`src/rtl/core/pft_pkg.sv`:
```
// shared types and constants of the polygon fan triangulator
package pft_pkg;

  localparam int MAX_FACE_VERTICES_DEF = 256;

  localparam int VERTEX_W = 32;
  localparam int FACE_SIZE_W = 9;
  localparam int CFG_INDEX_W = 2;
  localparam int CFG_DATA_W = 1;

  typedef enum logic [1:0] {
    KIND_TRIANGLE = 2'd0,
    KIND_LINE     = 2'd1,
    KIND_POINT    = 2'd2
  } prim_kind_t;

  typedef enum logic [CFG_INDEX_W-1:0] {
    CFG_FLIP_WINDING     = 2'd0,
    CFG_ENABLE_TRIANGLES = 2'd1,
    CFG_ENABLE_LINES     = 2'd2,
    CFG_ENABLE_POINTS    = 2'd3
  } cfg_index_t;

  typedef struct packed {
    logic [VERTEX_W-1:0]    vtx_index;
    logic [FACE_SIZE_W-1:0] face_size;
  } in_req_t;

  typedef struct packed {
    logic [VERTEX_W-1:0] index_a;
    logic [VERTEX_W-1:0] index_b;
    logic [VERTEX_W-1:0] index_c;
    prim_kind_t          prim_kind;
  } out_req_t;

  typedef struct packed {
    logic flip_winding;
    logic enable_triangles;
    logic enable_lines;
    logic enable_points;
  } cfg_t;

  typedef struct packed {
    logic     valid;
    out_req_t req;
  } result_t;

endpackage

```
`src/rtl/core/pft_cfg_regs.sv`:
```
// configuration registers of the polygon fan triangulator
module pft_cfg_regs (
  input  logic                             clk,
  input  logic                             rst,
  input  logic                             cfg_write,
  input  logic [pft_pkg::CFG_INDEX_W-1:0]  cfg_index,
  input  logic [pft_pkg::CFG_DATA_W-1:0]   cfg_data,
  output pft_pkg::cfg_t                    cfg
);

  always_ff @(posedge clk) begin
    if (rst) begin
      cfg.flip_winding     <= 1'b0;
      cfg.enable_triangles <= 1'b1;
      cfg.enable_lines     <= 1'b1;
      cfg.enable_points    <= 1'b1;
    end else if (cfg_write) begin
      unique case (pft_pkg::cfg_index_t'(cfg_index))
        pft_pkg::CFG_FLIP_WINDING:     cfg.flip_winding     <= cfg_data[0];
        pft_pkg::CFG_ENABLE_TRIANGLES: cfg.enable_triangles <= cfg_data[0];
        pft_pkg::CFG_ENABLE_LINES:     cfg.enable_lines     <= cfg_data[0];
        pft_pkg::CFG_ENABLE_POINTS:    cfg.enable_points    <= cfg_data[0];
        default: ;
      endcase
    end
  end

endmodule

```
`src/rtl/core/pft_assembler.sv`:
```
// face tracking state and primitive assembly logic
module pft_assembler #(
  parameter int MAX_FACE_VERTICES = pft_pkg::MAX_FACE_VERTICES_DEF
) (
  input  logic             clk,
  input  logic             rst,
  input  logic             accept,
  input  pft_pkg::in_req_t in_req,
  input  pft_pkg::cfg_t    cfg,
  output pft_pkg::result_t result
);

  localparam int PW = $clog2(MAX_FACE_VERTICES);
  localparam int SW_MIN = $clog2(MAX_FACE_VERTICES + 1);
  localparam int SW = (SW_MIN > pft_pkg::FACE_SIZE_W) ? SW_MIN : pft_pkg::FACE_SIZE_W;
  localparam logic [SW-1:0] MAX_W = SW'(MAX_FACE_VERTICES);
  localparam logic [SW-1:0] ONE_W = SW'(1);
  localparam logic [SW-1:0] TWO_W = SW'(2);
  localparam logic [SW-1:0] THREE_W = SW'(3);

  logic [PW-1:0]                corner_position;
  logic [PW-1:0]                corner_position_next;
  logic [pft_pkg::VERTEX_W-1:0] apex_index;
  logic [pft_pkg::VERTEX_W-1:0] previous_index;
  logic [pft_pkg::VERTEX_W-1:0] apex_cur;
  logic [pft_pkg::VERTEX_W-1:0] vtx;
  logic [SW-1:0]                size_raw;
  logic [SW-1:0]                size;
  logic [SW-1:0]                pos_w;
  logic [SW-1:0]                pos_inc;

  always_comb begin
    vtx = in_req.vtx_index;
    size_raw = SW'(in_req.face_size);
    // zero counts as a one-corner face, oversize saturates
    priority if (size_raw == '0) begin
      size = ONE_W;
    end else if (size_raw > MAX_W) begin
      size = MAX_W;
    end else begin
      size = size_raw;
    end
    pos_w = SW'(corner_position);
    pos_inc = pos_w + ONE_W;
    apex_cur = (corner_position == '0) ? vtx : apex_index;
    corner_position_next = (pos_inc >= size) ? '0 : pos_inc[PW-1:0];

    result.valid = 1'b0;
    result.req.index_a = vtx;
    result.req.index_b = '0;
    result.req.index_c = '0;
    result.req.prim_kind = pft_pkg::KIND_POINT;
    priority if (size >= THREE_W) begin
      result.valid = (pos_w >= TWO_W) && cfg.enable_triangles;
      result.req.index_a = apex_cur;
      result.req.index_b = cfg.flip_winding ? vtx : previous_index;
      result.req.index_c = cfg.flip_winding ? previous_index : vtx;
      result.req.prim_kind = pft_pkg::KIND_TRIANGLE;
    end else if (size == TWO_W) begin
      result.valid = (pos_w >= ONE_W) && cfg.enable_lines;
      result.req.index_a = previous_index;
      result.req.index_b = vtx;
      result.req.prim_kind = pft_pkg::KIND_LINE;
    end else begin
      result.valid = cfg.enable_points;
    end
  end

  always_ff @(posedge clk) begin
    if (rst) begin
      corner_position <= '0;
      apex_index <= '0;
      previous_index <= '0;
    end else if (accept) begin
      corner_position <= corner_position_next;
      apex_index <= apex_cur;
      previous_index <= vtx;
    end
  end

endmodule

```
`src/rtl/core/pft_out_buffer.sv`:
```
// output register with skid entry
module pft_out_buffer (
  input  logic              clk,
  input  logic              rst,
  input  logic              load,
  input  pft_pkg::out_req_t load_req,
  output logic              full,
  output logic              out_valid,
  input  logic              out_stall,
  output pft_pkg::out_req_t out_req
);

  logic              skid_valid;
  pft_pkg::out_req_t skid_req;
  logic              take;

  assign take = out_valid && !out_stall;
  assign full = skid_valid;

  always_ff @(posedge clk) begin
    if (rst) begin
      out_valid <= 1'b0;
      skid_valid <= 1'b0;
    end else begin
      priority if (skid_valid) begin
        if (take) begin
          skid_valid <= 1'b0;
        end
      end else if (load) begin
        if (out_valid && !take) begin
          skid_valid <= 1'b1;
        end else begin
          out_valid <= 1'b1;
        end
      end else if (take) begin
        out_valid <= 1'b0;
      end
    end
  end

  always_ff @(posedge clk) begin
    if (skid_valid && take) begin
      out_req <= skid_req;
    end else if (!skid_valid && load && (!out_valid || take)) begin
      out_req <= load_req;
    end
    if (!skid_valid && load && out_valid && !take) begin
      skid_req <= load_req;
    end
  end

endmodule

```
`src/rtl/core/polygon_fan_triangulator.sv`:
```
// top level of the polygon fan triangulator
// takes one vertex index request per cycle while in_stall is low and emits at
// most one primitive per request: a fan triangle from the third corner of a
// face on, a line on the second corner of a two-corner face, a point for a
// one-corner face. an accepted request is assembled in the same cycle and its
// primitive lands in the output register, or in the skid entry if a primitive
// waits there untaken. a one-entry skid buffer behind the output register lets
// a request be taken while a primitive waits; in_stall rises only once both
// entries hold primitives. requests of a disabled kind still advance the face
// state and produce nothing. configuration is written through a plain write
// port, by the user only while the block is idle; the block does not enforce it
module polygon_fan_triangulator #(
  parameter int MAX_FACE_VERTICES = pft_pkg::MAX_FACE_VERTICES_DEF
) (
  input  logic                             clk,
  input  logic                             rst,
  // vertex request channel
  input  logic                             in_valid,
  output logic                             in_stall,
  input  pft_pkg::in_req_t                 in_req,
  // primitive request channel
  output logic                             out_valid,
  input  logic                             out_stall,
  output pft_pkg::out_req_t                out_req,
  // configuration write port
  input  logic                             cfg_write,
  input  logic [pft_pkg::CFG_INDEX_W-1:0]  cfg_index,
  input  logic [pft_pkg::CFG_DATA_W-1:0]   cfg_data
);

  pft_pkg::cfg_t    cfg;
  pft_pkg::result_t result;
  logic             accept;
  logic             buf_full;

  // a request is taken whenever the skid entry is free
  assign in_stall = buf_full;
  assign accept = in_valid && !buf_full;

  pft_cfg_regs u_cfg (
    .clk       (clk),
    .rst       (rst),
    .cfg_write (cfg_write),
    .cfg_index (cfg_index),
    .cfg_data  (cfg_data),
    .cfg       (cfg)
  );

  // face state and primitive selection
  pft_assembler #(
    .MAX_FACE_VERTICES (MAX_FACE_VERTICES)
  ) u_asm (
    .clk    (clk),
    .rst    (rst),
    .accept (accept),
    .in_req (in_req),
    .cfg    (cfg),
    .result (result)
  );

  // only requests that yield a primitive load the output side
  pft_out_buffer u_obuf (
    .clk       (clk),
    .rst       (rst),
    .load      (accept && result.valid),
    .load_req  (result.req),
    .full      (buf_full),
    .out_valid (out_valid),
    .out_stall (out_stall),
    .out_req   (out_req)
  );

endmodule
```
`config.mk`:
```
export PLATFORM = sky130hd
export DESIGN_NAME = polygon_fan_triangulator
export DESIGN_NICKNAME = d
export VERILOG_FILES = /design/src/rtl/core/pft_pkg.sv /design/src/rtl/core/pft_cfg_regs.sv /design/src/rtl/core/pft_assembler.sv /design/src/rtl/core/pft_out_buffer.sv /design/src/rtl/core/polygon_fan_triangulator.sv
export SDC_FILE = /design/constraint.sdc
export NUM_CORES = 1
export LEC_CHECK = 0
export ABC_AREA = 1
export ABC_CLOCK_PERIOD_IN_PS = 7700
export BUFFER_PORTS_ARGS = -buffer_cell sky130_fd_sc_hd__buf_2
export CORE_MARGIN = 4
export CORE_UTILIZATION = 55
export CTS_CLUSTER_SIZE = 28
export DETAILED_ROUTE_END_ITERATION = 10
export PLACE_DENSITY = 0.74
export SLEW_MARGIN = 30
export SYNTH_ARGS = -nofsm -noshare
export SYNTH_HDL_FRONTEND = slang
export SYNTH_SLANG_ARGS = --single-unit
export TNS_END_PERCENT = 1
```
`constraint.sdc`:
```
create_clock -name clk -period 7.7 [get_ports clk]
set_input_delay 0.385 -clock clk [delete_from_list [all_inputs] [get_ports clk]]
set_output_delay 0.385 -clock clk [all_outputs]
set_load 0.005 [all_outputs]
```
# Yosys cells after proc, flatten, opt, wreduce, memory -nomap -nowiden
# Cells that the tools add are included.
[word_totals]
register_bits = 274
wordCells = 76
[op_classes]
addsub = 1
n_lt_le_gt_ge = 5
n_eq_ne = 5
n_mux = 21
bitwise = 1
reduce_logical = 26
[ops]
columns = ["operator", "n"]
rows = [
  ["$mux 98", 2],
  ["$mux 32", 4],
  ["$mux 65", 1],
  ["$mux 64", 1],
  ["$mux 9", 2],
  ["$logic_and 1x1->1", 11],
  ["$add 8x1->9 const B", 1],
  ["$eq 9x2->1 const B", 1],
  ["$ge 9x2->1 const B", 1],
  ["$ge 9x9->1", 1],
  ["$gt 9x9->1 const B", 1],
  ["$logic_not 9->1", 1],
  ["$ge 8x1->1 const B", 1],
  ["$ge 8x2->1 const B", 1],
  ["$logic_not 8->1", 1],
  ["$mux 1", 8],
  ["$mux 8", 1],
  ["$reduce_and 2->1", 4],
  ["$eq 2x2->1 const B", 2],
  ["$logic_not 1->1", 4],
  ["$mux 2", 2],
  ["$reduce_bool 2->1", 2],
  ["$reduce_and 3->1", 1],
  ["$eq 2x1->1 const B", 1],
  ["other kinds (4)", 4],
]

# Longest topological paths before layout
# Gate-level depths: netlist of the first run.
[logic_depth]
depth_word = 11
mapped_depth = 13

# By module
# A second synthesis of the first run with hierarchy kept.
[unflattened]
hier_cells = 1523
area_unflattened_um2 = 13477.9
[by_module_without_submodules]
columns = ["module", "n_inst", "cells_each", "area_per_inst_um2", "seq_area_each_um2"]
rows = [
  ["pft_out_buffer", 1, 528, 7564.8, 5925.7],
  ["pft_assembler", 1, 964, 5696.7, 1441.4],
  ["pft_cfg_regs", 1, 26, 192.7, 80.1],
  ["polygon_fan_triangulator", 1, 5, 23.8, 0.0],
]

# Worst setup path before layout of the first run
# No wires, ideal clock.
[synth_timing]
path_type = "input to register"
startpoint = "input port in_req[8] (netlist name)"
endpoint = "register, netlist name u_obuf.out_req[0]"
setup_ps = 566
t_arrival_ps = 5767
slack_ps = 1366
cell_stages = 10
path_cell_list = "inv_2 > buf_4 > nand3b_2 > nor3_4 > inv_4 > nand2_1 > nand2_1 > nand2_1 > nand3_1 > o21ai_1"
[synth_between]
elab_chain_cells = 10
word_cells_on_any_way = 12
[synth_lines]
columns = ["item", "line", "source"]
rows = [
  ["from (decl)", "polygon_fan_triangulator.sv:20", "input pft_pkg::in_req_t in_req,"],
  ["$gt 9x9->1", "pft_assembler.sv:38", "end else if (size_raw > MAX_W) begin"],
  ["$mux 9", "pft_assembler.sv:38", ""],
  ["$mux 9 *", "pft_assembler.sv:36", "priority if (size_raw == '0) begin"],
  ["branches (longest 2 deep; another with $ge 9x2->1)", "--", ""],
  ["$mux 65 *", "pft_assembler.sv:53", "priority if (size >= THREE_W) begin"],
  ["$logic_and 1x1->1 *", "polygon_fan_triangulator.sv:65", ".load (accept && result.valid),"],
  ["$logic_and 1x1->1 * (2 in series)", "pft_out_buffer.sv:44", "end else if (!skid_valid && load && (!out_valid || take)) begin"],
  ["$reduce_bool 2->1 (no line) *", "--", ""],
]
# Mark *: on every way between the ends.
# A chain may end at the register's enable or synchronous reset.

# Worst setup path in the final report of the first run
[layout_timing]
startpoint = "input port in_req[8] (netlist name)"
endpoint = "register, netlist name u_obuf.out_req[96]"
[layout_between]
elab_chain_cells = 10
word_cells_on_any_way = 12
[layout_lines]
columns = ["item", "line"]
rows = [
  ["$gt 9x9->1", "pft_assembler.sv:38"],
  ["$mux 9", "pft_assembler.sv:38"],
  ["$mux 9 *", "pft_assembler.sv:36"],
  ["branches (longest 2 deep; another with $ge 9x2->1)", "--"],
  ["$mux 65 *", "pft_assembler.sv:53"],
  ["$logic_and 1x1->1 *", "polygon_fan_triangulator.sv:65"],
  ["$logic_and 1x1->1 * (2 in series)", "pft_out_buffer.sv:44"],
  ["$reduce_bool 2->1 (no line) *", "--"],
]
# Marks and branches as above.

==> results of run 1 <==
power breakdown:
group	leakage, nW	switching [mW]	internal, mW
clock	0.427	0.557	0.752
combinational	3.37	0.253	0.127
sequential	2.44	0.0309	1.67
layout by cell type, fill, tap and decap left out, types with 3 or more instances in the layout:
cell type,n
buf_4,9
nand2_1,494
clkinv_1,9
clkbuf_1,4
o21ai_2,29
clkbuf_16,29
nand3_1,32
inv_1,150
a21oi_1,81
buf_2,148
clkinvlp_4,3
nor2_4,3
o211ai_1,32
nor2_1,19
nand4_1,5
dfxtp_1,77
ha_1,13
clkinv_2,5
xor2_1,4
o21ai_0,173
inv_2,3
o21ai_1,4
edfxtp_1,196
nand3_2,9
kinds of logic (layout without fill, tap and decap cells):
kind of cell    after synthesis  count (layout)  share of synthesized area, %
simple gates                569             569                          17.9
compound gates              323             323                          14.2
flops                       274             274                          58.4
buf+inv                     240             369                          7.75
fa+ha+maj                    14              14                          1.35
xor+xnor                      5               5                         0.343
state kept, by name (all words and copies together), names as in the netlist:
name and flops:
u_asm.apex_index 32, u_asm.corner_position 8, u_asm.previous_index 32, u_cfg.cfg 4, u_obuf.full 1, u_obuf.out_req 98, u_obuf.out_valid 1, u_obuf.skid_req 98
critical path: cells and delay by family:
family | cells | cell delay (ps)
compound gates | 1 | 540
buf+inv | 5 | 1740
simple gates | 6 | 750
routing by layer:
metal / up-vias / routed length, µm
met5: - / 0
met4: 0 / 618
met3: 41 / 2540
met2: 391 / 12300
met1: 4481 / 13500
li1: 4943 / -
cell type report:
type	instances	share of cell area [%]
Inverter	156	4.06
Tap cell	285	2.45
Timing Repair Buffer	161	6.15
Multi-Input combinational cell	911	30.0
Sequential cell	274	51.3
Clock inverter	19	1.01
Clock buffer	33	5.10
per-stage QoR:
stage / std cells / util (%) / cell area [µm²]
global placement: 1784 / 59.8 / 13600
global route: 1839 / 64.0 / 14500
detailed placement: 1785 / 59.9 / 13600
CTS: 1837 / 63.8 / 14500
floorplan: 1425 / - / 12800
finish: 1839 / 64.0 / 14500
path summary, 6_finish.rpt:
| path | slack [ps] | start | end | depth (start not counted) |
|---|---|---|---|---|
| worst max register to register | 4520 | u_obuf.full | u_obuf.skid_req[94] | 9 |
| worst max-delay path | 4380 | in_req[8] | u_obuf.out_req[96] | 12 |
| worst min-delay path | 160 | cfg_data | u_cfg.cfg[0] | 3 |
| worst min register to register | 490 | u_cfg.cfg[1] | u_cfg.cfg[1] | 2 |
==> impl_metrics.yaml, run 1 <==
yosys:
  syn-cell-area_mm2: 0.0128
  synth-edff-count: 196
  yosysMostFrequentCell: "nand2_1"
  synth-seq-cells: 274
  synthTopCellsByCount: "nand2_1 (495), edfxtp_1 (196), o21ai_0 (173)"
  syn_area_per_cell_um2: 8.95
  async_flop_share_pct: 0
  synth_top_area_cell: "edfxtp_1"
  synth.top_cell.area_share_pct: 46.1
  syn_inst: 1425
  yosysWarnings: 0
  synthDistinctLibCells: 34
  synth_ff_type: "edfxtp_1"
  netlist_top_cells_area: "edfxtp_1 (46%), nand2_1 (15%), dfxtp_1 (12%), o21ai_0 (6.8%), inv_1 (4.5%)"
  seq_area_frac_synth_pct: 58.4
  synth_fp_nets: 1487
floorplan:
  io_pins: 149
  std_cell_rows: 55
  start_util_pct: 56.2
  fp.dieH_um: 160
  die-area_mm2: 0.0257
  core_area_mm2: 0.0227
  die_width_um: 160
placed_design:
  hpwl_um: 19200
  gp_congestion: 0.817
  place_ws_ps: 3810
  numPortBuffers: 148
detailed_routing:
  vias: 9856
  postRouteAntennaNets: 0
  drt_first_pass_iters: 6
  vias_per_cell: 5.36
  routed_wirelength_um: 29000
  drt-initial-drc-count: 1042
  drc: 0
  post_drt_wl_per_cell_um: 15.8
final_layout:
  register_area_mm2: 0.00745
  nets: 1594
  n_fill_cell: 1857
  n_antenna_cell: 0
  areaGrowthSynthToFinish_pct: 13.9
  multi_input_area_mm2: 0.00436
  layout-drive-gt1-share_pct: 16.3
sta:
  slew-limit-headroom_pct: 36.7
  holdWs_ps: 163
  tightest_slew_ps: 949
  fmax_ghz: 0.301
  setup_viol: 0
  fin_skew_ps: 11.0
  rsz0062_at_grt: "false"
  fin_setup_tns_ps: 0
  finalCritPeriodShare_pct: 43.2
  finalHoldViolations: 0
  drv_slew: 0
  timing.final.ws_setup_ps: 4380
  period_needed_ps: 3320
cts:
  root_buffer: "clkbuf_16"
  cts_tree: "done"
  cts.sinks: 274
  hold_buffers: 0
  clkTransAtPathRegs_ps: 60
  cts.path.max_buffers: 3
  insertion_delay_ps: 540
  cts_setup_buffers: 0
  h-tree-depth: 1
  cts_resized: 0
  numCtsBuffers: 28
worst_setup_path:
  crit_slowest_cell: "buf_4"
  critPathLaunchType: "primary input"
  cp_cell_sequence: "buf_2, inv_2, nand3b_2, nor3_4, buf_4, inv_4, nand2_1, nand2_1, nand2_1, nand3_1, o21ai_4, buf_4"
  worst-endpoint-required_ps: 7870
  critPathCaptureType: "flip-flop"
  slowest_delay_ps: 740
  worstPathMaxFanout: 63
  path_class: "in -> reg"
  cp_common_cell: "nand2_1"
  arrival_ps: 3490
run_status:
  status: "complete, no violations"
global_routing:
  grt_max_degree: 130
  first_global_vias: 8881
  globalRouteOverflowTotal: 0
  grt_pass1_wl_um: 46500
  use_met3_pct: 3.49
  use_met2_pct: 32.0
  grt_use_total_pct: 21.9
  antenna_found_initial: 0
  met1_usage_pct: 34.5
  top_usage_layer: "met1"
power_and_ir_drop:
  irDropWorstVdd_v: 0.000136
  p_total_mw: 3.39
  p_leak_nw: 6.24
  p_per_area_mw_per_mm2: 233
job:
  cap_violations: 0
worst_hold_path:
  hold_class: "in -> reg"
(Power assumes the default switching activity.)
==> inputs of run 2 (changes only) <==
--- a/config.mk
+++ b/config.mk
@@ -6,10 +6,10 @@
 export NUM_CORES = 1
 export LEC_CHECK = 0
 export ABC_AREA = 1
-export ABC_CLOCK_PERIOD_IN_PS = 7700
+export ABC_CLOCK_PERIOD_IN_PS = 2900
 export BUFFER_PORTS_ARGS = -buffer_cell sky130_fd_sc_hd__buf_2
 export CORE_MARGIN = 4
-export CORE_UTILIZATION = 55
+export CORE_UTILIZATION = 53
 export CTS_CLUSTER_SIZE = 28
 export DETAILED_ROUTE_END_ITERATION = 10
 export PLACE_DENSITY = 0.74
==> constraint.sdc (replaced) <==
create_clock -name clk -period 2.9 [get_ports clk]
set_input_delay 0.145 -clock clk [delete_from_list [all_inputs] [get_ports clk]]
set_output_delay 0.145 -clock clk [all_outputs]
set_load 0.005 [all_outputs]
==> run 2 against run 1 <==
Effect of this change:
- first-iteration DRC count decreased by 14%
- clock power grew to 3.0 times the previous value
- final cell count is 4.4% higher
- critical path depth rose by 2
- non-clock buffer count is 46 higher
- core utilization up 0.44 points
- combinational power grew to 2.7 times the previous value
- largest power group unchanged
==> impl_metrics.yaml, run 2 (synthesis gave the netlist of run 1 again) <==
global_routing:
  globalRouteOverflowTotal: 0
  top_usage_layer: "met2"
  grt_max_degree: 132
  grt_pass1_wl_um: 49000
  antenna_found_initial: 1
  grt_use_total_pct: 22.6
  met1_usage_pct: 31.2
  use_met3_pct: 3.84
  use_met2_pct: 37.1
  first_global_vias: 9658
sta:
  tightest_slew_ps: 787
  period_needed_ps: 2450
  finalHoldViolations: 0
  setup_viol: 0
  finalCritPeriodShare_pct: 84.3
  rsz0062_at_grt: "false"
  drv_slew: 0
  fmax_ghz: 0.409
  fin_skew_ps: 7.50
  holdWs_ps: 32.9
  slew-limit-headroom_pct: 47.5
final_layout:
  nets: 1640
  final_cell_area_mm2: 0.0152
  layout-drive-gt1-share_pct: 16.9
  n_antenna_cell: 0
  largestRegisters: "u_obuf.out_req (98), u_obuf.skid_req (98)"
  final_cell_mix: "nand2_1 (494), edfxtp_1 (196), o21ai_0 (171)"
  layout_commonest_cell: "nand2_1"
  final_cells: 1919
  areaGrowthSynthToFinish_pct: 18.9
detailed_routing:
  vias_per_cell: 5.29
  post_drt_wl_per_cell_um: 15.7
  routed_wirelength_um: 30200
  drt_first_pass_iters: 6
  drt-initial-drc-count: 891
  postRouteAntennaNets: 0
  vias: 10200
  drc: 0
worst_hold_path:
  hold_class: "in -> reg"
  hold_path_depth: 5
placed_design:
  hpwl_um: 18500
  dp_cells: 1827
  numPortBuffers: 148
  gp_congestion: 0.853
  place_area_mm2: 0.0138
cts:
  cts_tree: "done"
  h-tree-depth: 1
  cts_resized: 0
  hold_buffers: 40
  numCtsBuffers: 28
  cts.sinks: 274
  insertion_delay_ps: 540
  cts_setup_buffers: 0
  root_buffer: "clkbuf_16"
  cts.path.max_buffers: 3
  clkTransAtPathRegs_ps: 60
floorplan:
  io_pins: 149
  die_width_um: 163
  fp.dieH_um: 163
  die-area_mm2: 0.0266
  start_util_pct: 54.2
  core_area_mm2: 0.0235
  std_cell_rows: 56
worst_setup_path:
  cp_cell_sequence: "ha_1, nand3_1, nand3b_1, xor2_1, inv_1, ha_1, nand2_1, nor2_1, nand2_1, o2111ai_1, nor2_1, buf_4, nor2_1, nor2_1"
  crit_slowest_cell: "dfxtp_2"
  critPathCaptureType: "flip-flop"
  critPathLaunchType: "flip-flop"
  path_class: "reg -> reg"
  worst-endpoint-required_ps: 3320
  slowest_delay_ps: 380
  arrival_ps: 2870
  worstPathMaxFanout: 8
  reg2regPathDepth: 14
  cp_common_cell: "nor2_1"
run_status:
  status: "complete, no violations"
power_and_ir_drop:
  p_total_mw: 9.44
  p_leak_nw: 6.48
  irDropWorstVdd_v: 0.000372
  p_per_area_mw_per_mm2: 622
job:
  cap_violations: 0
==> run 2: cell count changes in the layout (fill, tap and decap cells not counted), moves of 3 or more <==
cell and change:
clkbuf_1 -3, clkinvlp_4 +3, dlygate4sd3_1 +40, bufinv_16 +4
clkinv_1 -3, buf_12 +4, buf_4 +5
==> run 2: path summary, 6_finish.rpt <==
kind / startpoint / endpoint / slack [ps]
worst max-delay path: u_asm.corner_position[0] / u_asm.corner_position[0] / 450
worst min-delay path: in_valid / u_obuf.out_valid / 30
worst max register to register: u_asm.corner_position[0] / u_asm.corner_position[0] / 450
worst min register to register: u_cfg.cfg[1] / u_cfg.cfg[1] / 490
==> run 2: metrics by stage <==
stage,worst slack (ps),TNS [ps],utilization [%]
2_1_floorplan,-268,-40130,-
3_3_place_gp,608,0,58.5
3_5_place_dp,530,0,58.5
4_1_cts,492,0,64.5
5_1_grt,234,0,64.5
6_report,455,0,64.5
==> run 2: where the power goes <==
group | leakage (nW) | internal (mW) | switching [mW]
Combinational | 3.57 | 0.382 | 0.662
Clock | 0.476 | 2.37 | 1.50
Sequential | 2.44 | 4.43 | 0.0880
==> run 2: layout make-up <==
| cell class | count | area, µm² |
|---|---|---|
| clock inverters | 21 | 260 |
| flip-flops and latches | 274 | 7450 |
| inverters | 156 | 594 |
| repair buffers | 207 | 1350 |
| fillers | 1940 | 8370 |
| clock buffers | 31 | 743 |
| multi-input cells | 911 | 4380 |
| well taps | 319 | 399 |
==> run 2: layer usage <==
metal | share of wire [%] | vias up
met4 | 2.5 | 2
met2 | 46 | 428
met5 | 0.043 | -
met3 | 7.9 | 65
li1 | - | 5044
met1 | 44 | 4617
==> run 2: critical path: cells and delay by family, from the launching register on <==
kind / cells / cell delay, ps
DFF: 1 / 380
and+or+nand+nor: 8 / 810
adders and majority gates: 2 / 530
xor gates and xnor gates: 1 / 160
buffers and inverters: 2 / 270
AOI/OAI and AO/OA: 1 / 190
==> inputs of run 3 (changes only) <==
--- a/config.mk
+++ b/config.mk
@@ -6,10 +6,10 @@
 export NUM_CORES = 1
 export LEC_CHECK = 0
 export ABC_AREA = 1
-export ABC_CLOCK_PERIOD_IN_PS = 2900
+export ABC_CLOCK_PERIOD_IN_PS = 2500
 export BUFFER_PORTS_ARGS = -buffer_cell sky130_fd_sc_hd__buf_2
 export CORE_MARGIN = 4
-export CORE_UTILIZATION = 53
+export CORE_UTILIZATION = 55
 export CTS_CLUSTER_SIZE = 28
 export DETAILED_ROUTE_END_ITERATION = 10
 export PLACE_DENSITY = 0.74
==> constraint.sdc (replaced) <==
create_clock -name clk -period 2.5 [get_ports clk]
set_input_delay 0.125 -clock clk [delete_from_list [all_inputs] [get_ports clk]]
set_output_delay 0.125 -clock clk [all_outputs]
set_load 0.005 [all_outputs]
==> run 3 against run 2 <==
Effect of this change:
- core utilization increased by 2.3 points
- highest routed layer is now met4
- largest cell class unchanged
- flip-flop and latch count stayed put
- first-iteration DRC count shrank 8.3%
==> impl_metrics.yaml, run 3 (synthesis gave the netlist of run 1 again) <==
run_status:
  status: "complete, no violations"
final_layout:
  final_cell_mix: "nand2_1 (494), edfxtp_1 (196), o21ai_0 (170)"
  final_cell_area_mm2: 0.0152
  layout_commonest_cell: "nand2_1"
  areaGrowthSynthToFinish_pct: 18.8
  layout-drive-gt1-share_pct: 17.2
  nets: 1643
  n_antenna_cell: 0
  largestRegisters: "u_obuf.out_req (98), u_obuf.skid_req (98)"
worst_setup_path:
  arrival_ps: 2740
  cp_cell_sequence: "ha_2, nand3_1, nand3b_1, xor2_1, inv_1, ha_4, nand2_1, nor2_2, nand2_1, o2111ai_1, nor2_1, buf_4, nand2_1, a21oi_2"
  slowest_delay_ps: 380
  worst-endpoint-required_ps: 2910
  crit_family: "simple AND/OR/NAND/NOR gates"
  path_class: "reg -> reg"
  cp_common_cell: "nand2_1"
  crit_slowest_cell: "dfxtp_4"
  critPathLaunchType: "flip-flop"
  path_buf_inv: 2
  critPathCaptureType: "flip-flop"
  worstPathMaxFanout: 8
sta:
  finalHoldViolations: 0
  drv_slew: 0
  period_needed_ps: 2330
  setup_viol: 0
  fmax_ghz: 0.430
  fin_skew_ps: 11.0
  rsz0062_at_grt: "true"
  finalCritPeriodShare_pct: 93.1
  slew-limit-headroom_pct: 45.7
  timing.final.ws_setup_ps: 173
  tightest_slew_ps: 814
placed_design:
  gp_congestion: 0.832
  numPortBuffers: 148
  place_ws_ps: 124
  place_area_mm2: 0.0137
  hpwl_um: 18300
detailed_routing:
  drt-initial-drc-count: 817
  post_drt_wl_per_cell_um: 16.0
  vias: 10300
  routed_wirelength_um: 30200
  vias_per_cell: 5.44
  drt_first_pass_iters: 6
  postRouteAntennaNets: 0
  drc: 0
floorplan:
  fp.dieH_um: 160
  std_cell_rows: 55
  die-area_mm2: 0.0257
  die_width_um: 160
  core_area_mm2: 0.0227
  start_util_pct: 56.2
  io_pins: 149
global_routing:
  antenna_found_initial: 0
  grt_use_total_pct: 23.2
  first_global_vias: 9659
  grt_max_degree: 132
  globalRouteOverflowTotal: 0
  grt_pass1_wl_um: 49300
worst_hold_path:
  hold_class: "in -> reg"
power_and_ir_drop:
  p_leak_nw: 6.50
  irDropWorstVdd_v: 0.000506
  p_per_area_mw_per_mm2: 703
cts:
  h-tree-depth: 1
  cts_setup_buffers: 0
  cts_tree: "done"
  numCtsBuffers: 28
  cts.sinks: 274
  cts.path.max_buffers: 3
  root_buffer: "clkbuf_16"
  insertion_delay_ps: 530
  clkTransAtPathRegs_ps: 60
job:
  cap_violations: 0
[run 3: area by class of cell]
class	count	area, µm²
Clock buffer	38	790
Clock inverter	14	140
Fill cell	1827	7560
Inverter	156	594
Multi-Input combinational cell	911	4410
Sequential cell	274	7460
Tap cell	285	357
Timing Repair Buffer	210	1400
[run 3: worst paths after layout]
check                                 from                       end  slack [ps]  cells after the start
setup reg to reg  u_asm.corner_position[0]  u_asm.corner_position[2]         170                     14
setup / recovery  u_asm.corner_position[0]  u_asm.corner_position[2]         170                     14
hold reg to reg               u_cfg.cfg[1]              u_cfg.cfg[1]         500                      2
hold / removal                    in_valid          u_obuf.out_valid          50                      5
[run 3: tightest hold or removal path, stage by stage]
cell	delay (ps)
buf_2	110
nand2_2	70
inv_2	50
nand3_2	100
a21oi_1	70
[run 3: routing by layer]
metal	track usage, %	share of wire (%)
met5	0	0
met1	32.3	44
met2	38.4	47
met4	6.65	2.0
met3	3.39	7.0
[run 3: timing repair]
item / in CTS / in global routing
setup endpoints to repair: 0 / 8
hold endpoints to repair: 81 / 0
gates resized for setup: 0 / 9
hold buffers: 41 / 0
[run 3: where the power goes]
group	switching, mW	internal (mW)
clock	1.68	2.51
combinational	0.786	0.447
sequential	0.0920	5.14
[run 3: per-stage QoR]
step | total power [mW] | hold WS (ps) | cells | setup TNS [ps] | utilization (%)
final | 10.7 | 47.1 | 1888 | 0 | 66.7
after global routing | 11.1 | 56.9 | 1888 | -16.3 | 66.7
after CTS | 10.7 | 22.2 | 1887 | 0 | 66.4
after detailed placement | 6.49 | 446 | 1794 | 0 | 60.5
after global placement | 6.44 | 433 | 1794 | 0 | 60.5
after floorplan | 6.08 | 300 | 1425 | -114610 | -
